File: src/hdl/plist_pkg.sv
package plist_pkg;

   // Sizing of the store
   localparam int CAPACITY   = 64;
   localparam int VALUE_BITS = 32;
   localparam int ADDR_W     = $clog2(CAPACITY);
   localparam int COUNT_W    = $clog2(CAPACITY + 1);

   // Transaction field widths
   localparam int OP_W    = 2;
   localparam int POS_W   = 7;
   localparam int ITEM_W  = 32;
   localparam int OUT_W   = 32;

   // Operation codes
   localparam logic [OP_W-1:0] OP_INSERT = 2'd0;
   localparam logic [OP_W-1:0] OP_REMOVE = 2'd1;
   localparam logic [OP_W-1:0] OP_READ   = 2'd2;

   // Store write port request
   typedef struct packed {
      logic                  en;
      logic [ADDR_W-1:0]     addr;
      logic [VALUE_BITS-1:0] data;
   } wr_req_type;

   // Store read port request
   typedef struct packed {
      logic              en;
      logic [ADDR_W-1:0] addr;
   } rd_req_type;

endpackage

File: src/hdl/plist_store.sv
module plist_store (
   input  logic                             clock,
   input  plist_pkg::wr_req_type            wr_req,
   input  plist_pkg::rd_req_type            rd_req,
   output logic [plist_pkg::VALUE_BITS-1:0] rd_data
);

   logic [plist_pkg::VALUE_BITS-1:0] mem [plist_pkg::CAPACITY];
   logic [plist_pkg::VALUE_BITS-1:0] rd_data_ff;

   // One write and one registered read per cycle
   always_ff @(posedge clock) begin
      if (wr_req.en) begin
         mem[wr_req.addr] <= wr_req.data;
      end
      if (rd_req.en) begin
         rd_data_ff <= mem[rd_req.addr];
      end
   end

   assign rd_data = rd_data_ff;

endmodule

File: src/hdl/positional_list_engine.sv
// Positional list engine: holds an ordered sequence of up to 64 value handles in a
// single synchronous store and serves one operation per transaction. Insert places
// req_item_value at req_position and moves later entries up; remove returns the
// entry at req_position and closes the gap; read returns it unchanged. An index out
// of range, a full store on insert or an unknown opcode gives rsp_ok low and
// rsp_out_value zero. Every response carries the entry count after the operation.
// Items are handled one at a time; insert and remove shift the later entries one
// slot each, except an insert at the tail, which moves nothing. The store's single
// write port moves one entry per cycle while the registered read port fetches the
// next one ahead of it. A finished response waits in an output register, so the
// next transaction may be accepted while it is still stalled.
module positional_list_engine (
   input  logic                          clock,
   input  logic                          reset,
   // request channel
   input  logic                          req_valid,
   output logic                          req_stall,
   input  logic [plist_pkg::OP_W-1:0]    req_op,
   input  logic [plist_pkg::POS_W-1:0]   req_position,
   input  logic [plist_pkg::ITEM_W-1:0]  req_item_value,
   // response channel
   output logic                          rsp_valid,
   input  logic                          rsp_stall,
   output logic                          rsp_ok,
   output logic [plist_pkg::OUT_W-1:0]   rsp_out_value,
   output logic [plist_pkg::COUNT_W-1:0] rsp_entry_count
);

   typedef enum logic [1:0] {
      ST_IDLE,
      ST_RUN,
      ST_DONE
   } state_type;

   // Control
   state_type                          state_ff,     state_in;
   logic [plist_pkg::COUNT_W-1:0]      count_ff,     count_in;
   logic [plist_pkg::COUNT_W-1:0]      rd_left_ff,   rd_left_in;
   logic                               pend_ff,      pend_in;
   logic                               first_ff,     first_in;
   logic                               rsp_valid_ff, rsp_valid_in;

   // Transaction context
   logic [plist_pkg::OP_W-1:0]         op_ff,        op_in;
   logic [plist_pkg::ADDR_W-1:0]       pos_ff,       pos_in;
   logic [plist_pkg::VALUE_BITS-1:0]   val_ff,       val_in;
   logic [plist_pkg::ADDR_W-1:0]       rd_addr_ff,   rd_addr_in;
   logic [plist_pkg::ADDR_W-1:0]       rd_prev_ff,   rd_prev_in;
   logic                               ok_ff,        ok_in;
   logic [plist_pkg::VALUE_BITS-1:0]   res_ff,       res_in;

   // Response register
   logic                               rsp_ok_ff,    rsp_ok_in;
   logic [plist_pkg::OUT_W-1:0]        rsp_value_ff, rsp_value_in;
   logic [plist_pkg::COUNT_W-1:0]      rsp_count_ff, rsp_count_in;

   // Store ports
   plist_pkg::wr_req_type              wr_req;
   plist_pkg::rd_req_type              rd_req;
   logic [plist_pkg::VALUE_BITS-1:0]   rd_data;

   plist_store u_store (
      .clock   (clock),
      .wr_req  (wr_req),
      .rd_req  (rd_req),
      .rd_data (rd_data)
   );

   assign req_stall = (state_ff != ST_IDLE);

   always_comb begin
      logic ins_ok;
      logic acc_ok;

      state_in     = state_ff;
      count_in     = count_ff;
      rd_left_in   = rd_left_ff;
      pend_in      = pend_ff;
      first_in     = first_ff;
      op_in        = op_ff;
      pos_in       = pos_ff;
      val_in       = val_ff;
      rd_addr_in   = rd_addr_ff;
      rd_prev_in   = rd_prev_ff;
      ok_in        = ok_ff;
      res_in       = res_ff;
      rsp_ok_in    = rsp_ok_ff;
      rsp_value_in = rsp_value_ff;
      rsp_count_in = rsp_count_ff;
      wr_req       = '0;
      rd_req       = '0;

      // Insert needs room and a position no further than the tail
      ins_ok = (req_position <= count_ff) && (count_ff < plist_pkg::COUNT_W'(plist_pkg::CAPACITY));
      acc_ok = (req_position < count_ff);

      // Drop the response once it has been taken
      rsp_valid_in = rsp_valid_ff && rsp_stall;

      unique case (state_ff)
         ST_IDLE: begin
            if (req_valid) begin
               op_in      = req_op;
               pos_in     = plist_pkg::ADDR_W'(req_position);
               val_in     = plist_pkg::VALUE_BITS'(req_item_value);
               ok_in      = 1'b0;
               res_in     = '0;
               pend_in    = 1'b0;
               first_in   = (req_op != plist_pkg::OP_INSERT);
               rd_left_in = '0;
               state_in   = ST_DONE;
               case (req_op)
                  plist_pkg::OP_INSERT: begin
                     if (ins_ok) begin
                        // Walk down from the last entry, one move per cycle
                        rd_left_in = count_ff - plist_pkg::COUNT_W'(req_position);
                        rd_addr_in = plist_pkg::ADDR_W'(count_ff - 1'b1);
                        state_in   = ST_RUN;
                     end
                  end
                  plist_pkg::OP_REMOVE: begin
                     if (acc_ok) begin
                        // First fetch is the removed entry, the rest close the gap
                        rd_left_in = count_ff - plist_pkg::COUNT_W'(req_position);
                        rd_addr_in = plist_pkg::ADDR_W'(req_position);
                        state_in   = ST_RUN;
                     end
                  end
                  plist_pkg::OP_READ: begin
                     if (acc_ok) begin
                        rd_left_in = plist_pkg::COUNT_W'(1);
                        rd_addr_in = plist_pkg::ADDR_W'(req_position);
                        state_in   = ST_RUN;
                     end
                  end
                  default: begin
                     // Unknown opcode: answer with a failure and no change
                     state_in = ST_DONE;
                  end
               endcase
            end
         end

         ST_RUN: begin
            // Retire the fetch issued last cycle
            if (pend_ff) begin
               if (first_ff) begin
                  res_in   = rd_data;
                  first_in = 1'b0;
               end else begin
                  wr_req.en   = 1'b1;
                  wr_req.addr = (op_ff == plist_pkg::OP_INSERT) ? rd_prev_ff + 1'b1
                                                                : rd_prev_ff - 1'b1;
                  wr_req.data = rd_data;
               end
            end

            // Issue the next fetch, or finish once the pipe is empty
            if (rd_left_ff != '0) begin
               rd_req.en   = 1'b1;
               rd_req.addr = rd_addr_ff;
               rd_prev_in  = rd_addr_ff;
               rd_addr_in  = (op_ff == plist_pkg::OP_INSERT) ? rd_addr_ff - 1'b1
                                                             : rd_addr_ff + 1'b1;
               rd_left_in  = rd_left_ff - 1'b1;
               pend_in     = 1'b1;
            end else begin
               pend_in = 1'b0;
               if (!pend_ff) begin
                  ok_in    = 1'b1;
                  state_in = ST_DONE;
                  if (op_ff == plist_pkg::OP_INSERT) begin
                     // Write port is free now: drop the new value into its slot
                     wr_req.en   = 1'b1;
                     wr_req.addr = pos_ff;
                     wr_req.data = val_ff;
                     count_in    = count_ff + 1'b1;
                  end else if (op_ff == plist_pkg::OP_REMOVE) begin
                     count_in = count_ff - 1'b1;
                  end
               end
            end
         end

         ST_DONE: begin
            // Hold until the response register is free
            if (!rsp_valid_ff || !rsp_stall) begin
               rsp_valid_in = 1'b1;
               rsp_ok_in    = ok_ff;
               rsp_value_in = plist_pkg::OUT_W'(res_ff);
               rsp_count_in = count_ff;
               state_in     = ST_IDLE;
            end
         end

         default: begin
            state_in = ST_IDLE;
         end
      endcase
   end

   always_ff @(posedge clock) begin
      if (reset) begin
         state_ff     <= ST_IDLE;
         count_ff     <= '0;
         rd_left_ff   <= '0;
         pend_ff      <= 1'b0;
         first_ff     <= 1'b0;
         rsp_valid_ff <= 1'b0;
      end else begin
         state_ff     <= state_in;
         count_ff     <= count_in;
         rd_left_ff   <= rd_left_in;
         pend_ff      <= pend_in;
         first_ff     <= first_in;
         rsp_valid_ff <= rsp_valid_in;
      end
      op_ff        <= op_in;
      pos_ff       <= pos_in;
      val_ff       <= val_in;
      rd_addr_ff   <= rd_addr_in;
      rd_prev_ff   <= rd_prev_in;
      ok_ff        <= ok_in;
      res_ff       <= res_in;
      rsp_ok_ff    <= rsp_ok_in;
      rsp_value_ff <= rsp_value_in;
      rsp_count_ff <= rsp_count_in;
   end

   assign rsp_valid       = rsp_valid_ff;
   assign rsp_ok          = rsp_ok_ff;
   assign rsp_out_value   = rsp_value_ff;
   assign rsp_entry_count = rsp_count_ff;

   // The count never goes past the capacity
   a_count_bound: assert property (@(posedge clock) disable iff (reset)
      count_ff <= plist_pkg::COUNT_W'(plist_pkg::CAPACITY))
      else $error("entry count above capacity");

   // Shifting never reads and writes the same entry in one cycle
   a_no_overlap: assert property (@(posedge clock) disable iff (reset)
      (wr_req.en && rd_req.en) |-> (wr_req.addr != rd_req.addr))
      else $error("store read and write collide");

   // A failed operation never returns data
   a_fail_zero: assert property (@(posedge clock) disable iff (reset)
      (rsp_valid_ff && !rsp_ok_ff) |-> (rsp_value_ff == '0))
      else $error("failed response carries a value");

   // An accepted transaction always starts work
   a_accept_busy: assert property (@(posedge clock) disable iff (reset)
      (req_valid && !req_stall) |=> (state_ff != ST_IDLE))
      else $error("accepted transaction not started");

endmodule
File: config.mk
export PLATFORM = sky130hd
export DESIGN_NAME = positional_list_engine
export DESIGN_NICKNAME = d
export VERILOG_FILES = /design/src/hdl/plist_pkg.sv /design/src/hdl/plist_store.sv /design/src/hdl/positional_list_engine.sv
export SDC_FILE = /design/constraint.sdc
export NUM_CORES = 2
export LEC_CHECK = 0
export ABC_CLOCK_PERIOD_IN_PS = 15100
export BUFFER_PORTS_ARGS = -buffer_cell sky130_fd_sc_hd__buf_4
export CELL_PAD_IN_SITES_DETAIL_PLACEMENT = 2
export CELL_PAD_IN_SITES_GLOBAL_PLACEMENT = 2
export CORE_ASPECT_RATIO = 1.5
export CORE_MARGIN = 2
export CORE_UTILIZATION = 25
export DETAILED_ROUTE_END_ITERATION = 8
export HOLD_SLACK_MARGIN = 0.08
export PLACE_DENSITY_LB_ADDON = 0.15
export SYNTH_ARGS = -nofsm -noshare
export SYNTH_HDL_FRONTEND = slang
export SYNTH_SLANG_ARGS = --single-unit
File: constraint.sdc
create_clock -name clock -period 15.1 [get_ports clock]
set_input_delay 1.51 -clock clock [delete_from_list [all_inputs] [get_ports clock]]
set_output_delay 1.51 -clock clock [all_outputs]
set_load 0.1 [all_outputs]
# --- Word level (Yosys, flattened, before mapping) ---
# Memories as Yosys holds them, arrays and structs flattened. A register that Yosys moved wholly into a read port is not among the register bits.
# Cells that the tools add are included.
totals:
  ramBits: 2048
  regBits: 144
  wordCells: 120
  out_inout_bits: 42
  n_memories: 1
  in_bits: 45
op_classes:
  bitwise: 2
  order_cmp: 3
  addsub: 8
  eq_ne: 15
  mux: 50
  n_reduce_logical: 25
memory_table:
  columns: ["name", "depth", "width", "read_ports", "rd_clocked_by_memory_dff", "write_ports", "line_no", "rtl"]
  rows:
  - ["u_store.mem", 64, 32, 1, 1, 1, "plist_store.sv:8", "logic [plist_pkg::VALUE_BITS-1:0] mem [plist_pkg::CAPACITY];"]
op_table:
  columns: ["cell", "n"]
  rows:
  - ["2-to-1 mux 39 bit", 6]
  - ["2-to-1 mux 32 bit", 3]
  - ["case mux 32 bit (2 select lines)", 1]
  - ["2-to-1 mux 7 bit", 8]
  - ["2-to-1 mux 6 bit", 6]
  - ["case mux 6 bit (2 select lines)", 2]
  - ["case mux 7 bit (3 select lines)", 1]
  - ["AND reduction 4 bit", 4]
  - ["inequality test 2 bit, second input constant", 7]
  - ["case mux 7 bit (2 select lines)", 1]
  - ["subtractor 7 x 1 -> 7 bit, second input constant", 2]
  - ["adder 6 x 1 -> 6 bit, second input constant", 2]
  - ["2-to-1 mux 2 bit", 6]
  - ["subtractor 6 x 1 -> 6 bit, second input constant", 2]
  - ["2-to-1 mux 1 bit", 11]
  - ["AND reduction 2 bit", 4]
  - ["nonzero test 2 bit", 4]
  - ["adder 7 x 1 -> 7 bit, second input constant", 1]
  - ["less-or-equal comparator 7 bit", 1]
  - ["< comparator 7 bit", 1]
  - ["< comparator 7 bit, second input constant", 1]
  - ["nonzero test 7 bit", 1]
  - ["subtractor 7 bit", 1]
  - ["equality test 2 x 1 -> 1 bit, second input constant", 3]
  - ["other kinds (14)", 24]

# --- Longest topological paths before layout ---
depth:
  ltp_word: 10
  ltp_mapped: 14

# --- Cells and area by module ---
# From an unflattened synthesis, not the netlist that was laid out.
unflattened:
  hier_cells: 3830
  area_unflattened_um2: 85459.5
modules_own_cells:
  columns: ["mod", "n_inst", "area_each_um2", "seq_area_each_um2", "cells_per_inst"]
  rows:
  - ["plist_store", 1, 78835.6, 62459.9, 3324]
  - ["positional_list_engine", 1, 6623.9, 4134.0, 506]

# --- Least setup slack after synthesis ---
# Ideal clock, no wire load.
synth_timing:
  path_type: "register -> register"
  start: "register op_ff[1] (netlist bit)"
  end: "memory u_store.mem[48][0] (netlist bit), enable pin"
  setup_time_ps: 461
  synth_period_minus_slack_ps: 4929
  arrival_ps: 4468
  required_time_ps: 14639
  stages_incl_launch_ff: 10
  setup_slack_ps: 10171
  path_cell_list: "edfxtp_1 -> or2_2 -> buf_2 -> fa_1 -> xor2_1 -> a22oi_1 -> nor2_1 -> or3b_1 -> buf_2 -> nor3_1"
synth_via:
  elab_chain_cells: 8
  word_cells_on_any_way: 10
synth_lines:
  columns: ["item", "line_no", "rtl"]
  rows:
  - ["start, declared", "positional_list_engine.sv:44", "logic [plist_pkg::OP_W-1:0] op_ff, op_in;"]
  - ["start signal, assigned", "positional_list_engine.sv:218", "op_ff <= op_in;"]
  - ["logical NOT 2 bit (*)", "positional_list_engine.sv:152, positional_list_engine.sv:172", null]
  - ["2-to-1 mux 6 bit", "positional_list_engine.sv:152", "wr_req.addr = (op_ff == plist_pkg::OP_INSERT) ? rd_prev_ff + 1'b1"]
  - ["2-to-1 mux 39 bit", "positional_list_engine.sv:147", "if (first_ff) begin"]
  - ["2-to-1 mux 39 bit", "positional_list_engine.sv:146", "if (pend_ff) begin"]
  - ["2-to-1 mux 39 bit", "positional_list_engine.sv:172", "if (op_ff == plist_pkg::OP_INSERT) begin"]
  - ["2-to-1 mux 39 bit", "positional_list_engine.sv:169", "if (!pend_ff) begin"]
  - ["2-to-1 mux 39 bit (*)", "positional_list_engine.sv:159", "if (rd_left_ff != '0) begin"]
  - ["2-to-1 mux 39 bit (*)", "positional_list_engine.sv:100", "unique case (state_ff)"]
  - ["end, declared", "plist_store.sv:8", null]
# Every way passes the cells marked *; elsewhere a longest branch is shown, timed or not.

# --- Worst setup path in the final report ---
layout_timing:
  start: "register state_ff[0]"
  end: "register u_store.rd_data_ff, in the netlist u_store.rd_data[15], read port of u_store.mem, data pin"
layout_via:
  elab_chain_cells: 2
layout_lines:
  columns: ["item", "line_no", "rtl"]
  rows:
  - ["start, declared", "positional_list_engine.sv:36", "state_type state_ff, state_in;"]
  - ["start signal, assigned", "positional_list_engine.sv:211", "state_ff <= state_in;"]
  - ["equality test 2 x 1 -> 1 bit", "positional_list_engine.sv:100", null]
  - ["2-to-1 mux 7 bit", "positional_list_engine.sv:100", null]
  - ["end, declared", "plist_store.sv:9", "logic [plist_pkg::VALUE_BITS-1:0] rd_data_ff;"]
# Every way passes these cells.
# A chain may end at the register's enable or synchronous reset.

==> results_dict.tcl <==
set metrics [dict create \
    status "completed" \
    dp_hpwl_um 206000 \
    critPathCaptureType "flip-flop" \
    synthXorXnorAreaFrac_pct 0.236 \
    critPathKind "flip-flop to flip-flop" \
    synth_cell_types 85 \
    overflow 0 \
    setup.worst_path.start_class "flip-flop" \
    die-height_um 720 \
    hp-class "flip-flop to flip-flop" \
    h-tree-depth 4 \
    pin_count 87 \
    synth_top_area_share_pct 77.4 \
    cts_buffer_depth 4 \
    yosys-top-cells-count "edfxtp_1, a21oi_1, o221ai_1" \
    timing.setup.tns_ps 0 \
    routed_via_density 5.14 \
    synth_top_family_by_area "compound AO/OA/AOI/OAI gates" \
    min_period_over_period_pct 37.6 \
    finalMaxSlewViolations 0 \
    grtUsageTotal_pct 20.0 \
    powerDensity_nw_per_um2 125 \
    hold_viol_final 0 \
    rows 263 \
    portBuffers 86 \
    clock-sinks 2224 \
    synth_compound_area_share_pct 13.7 \
    required_ps 15660 \
    cts_inserted_buffers 226 \
    yosys.area_share.adder_pct 0.407 \
    ys.flop_type "edfxtp_1" \
    muxShareOfSynthArea_pct 2.23 \
    worstReg2RegStart "state_ff[0]" \
    synth.largest_area_cell "edfxtp_1" \
    gp_congestion 0.787 \
    worst_pin_slew_ps 1360 \
    dr.pass1.iters 6 \
    post_cts_buffers 0 \
    avgSynthCellArea_um2 16.7 \
    final_antenna_net_count 0 \
    ys_seq_elements 2224 \
    clk_root_buffer_cell "clkbuf_16" \
    power_w 0.0124 \
    grt_max_degree 122 \
    worstPathArrival_ps 6250 \
    grt_first_pass_wirelength_um 484000 \
    min_period_ps 5680 \
    final_nets 5323 \
    core_area_um2 341000 \
    ctsHoldBuffers 0 \
    clk_pin_slew_ps 70 \
    synth-simple-area-share_pct 3.37 \
    synth_cells 5113 \
    synth-async-reset-ratio_pct 0 \
    syn_area_um2 85500 \
    max_freq_ghz 0.176 \
    first_global_vias 55200 \
    start_util_pct 25.1 \
    vias 51200 \
    die_w_um 482 \
    antenna_found_initial 26 \
    peakVddDrop_mv 0.0879 \
    maxCapViolations 0 \
    synthTopCellsByArea "edfxtp_1, o221ai_1, a21oi_1, mux2i_1, a221oi_1" \
    syn2layout_area_growth_pct 16.7 \
    skew_ps 86.0 \
    cp-startpoint "state_ff[0]" \
    seq_area_frac_synth_pct 77.9 \
    routed_wl_um 354000 \
    rsz0062_at_grt "false" \
    ys.warnings.count 0 \
    crit_fanout 34 \
    max_slew_margin_pct 9.21 \
    synth_most_common_cell "edfxtp_1" \
    cts_tree "yes" \
    drt_iter0_markers 3929 \
    drc 0 \
    clock_latency_ps 920 \
    layout-drive-gt1-share_pct 14.1 \
    power_leakage_nw 29.2 \
    synth_enable_flop_cells 2205 \
    synthesis.nets 5184 \
    worstHoldStart "res_ff[29]" \
    cts_resized 0 \
    setup_viol_count_final 0 \
    wl_per_cell_um 35.6 \
    die_area_um2 347000 \
]
registers in the layout, indices dropped and copies added, names as in the netlist, 7 cells and up:
name             cells
count_ff             7
rd_left_ff           7
u_store.mem       2048
res_ff              32
val_ff              32
rsp_entry_count      7
rsp_out_value       32
u_store.rd_data     32
area by class of cell:
| cell class | count | area [um^2] |
|---|---|---|
| well taps | 4505 | 5640 |
| multi-input cells | 2444 | 18100 |
| inverters | 60 | 225 |
| fillers | 34700 | 241000 |
| flip-flops and latches | 2224 | 66600 |
| clock buffers | 287 | 5960 |
| clock inverters | 115 | 886 |
| diodes | 22 | 55.1 |
| repair buffers | 296 | 2360 |
metal layers:
metal | up-vias | wire length [um] | global-route usage [%]
li1 | 21400 | - | -
met1 | 28200 | 142000 | 24.1
met4 | 2 | 15100 | 7.30
met3 | 418 | 10800 | 1.75
met5 | - | 8 | 0
met2 | 1109 | 186000 | 36.7
logic make-up after synthesis:
family          Yosys count
compound gates         1615
xor+xnor                 23
fa+ha+maj                26
buf+inv                 445
flops                  2224
mux                     190
simple gates            590
power breakdown:
part | switching (W) | internal [W]
sequential | 0.0000118 | 0.00671
combinational | 0.000170 | 0.0000628
clock | 0.00248 | 0.00299
placed cells by master, fill, tap and decap left out, types with 25 or more instances in the layout:
master,count
o22ai_1,88
clkbuf_16,229
clkinv_1,54
nand4_1,42
clkinv_2,34
a22oi_1,37
a221o_1,63
edfxtp_1,2205
o2bb2ai_1,29
nor2_4,54
clkbuf_1,57
or3_1,59
a21oi_1,481
a21boi_0,26
nand2_1,209
and2_1,34
o221ai_1,402
o21ai_0,88
o22a_1,28
a211o_1,25
a221oi_1,115
nor2_1,66
a21o_1,71
o311a_1,26
nand3_1,44
mux2i_1,188
buf_4,284
inv_1,55
worst paths after layout:
path                                             to  slack, ps  cells after the start
worst min register to register    rsp_out_value[29]        410                      0
worst min-delay path              rsp_out_value[29]        410                      0
worst max register to register  u_store.rd_data[15]       9420                     10
worst max-delay path            u_store.rd_data[15]       9420                     10
metrics by stage:
stage,util [%],hold WS [ps],worst slack [ps],cell area (um^2),std cells
4_1_cts,29.2,419,9330,99800,9931
2_1_floorplan,-,400,10170,85500,5113
5_1_grt,29.2,430,9330,99800,9940
3_3_place_gp,27.2,405,9350,92800,9525
6_report,29.3,414,9420,99800,9953
3_5_place_dp,27.2,409,9320,92900,9529
worst max-delay path: stages, from the launching register on:
cell and delay, ps:
dfxtp_1 550, nand2b_4 390, inv_2 260, nand2_4 170, inv_2 430, buf_4 690
and2_4 420, buf_4 750, nand4_1 260, a31oi_1 1140, nand4_1 220
No activity file was read; power rests on OpenSTA's default activity.
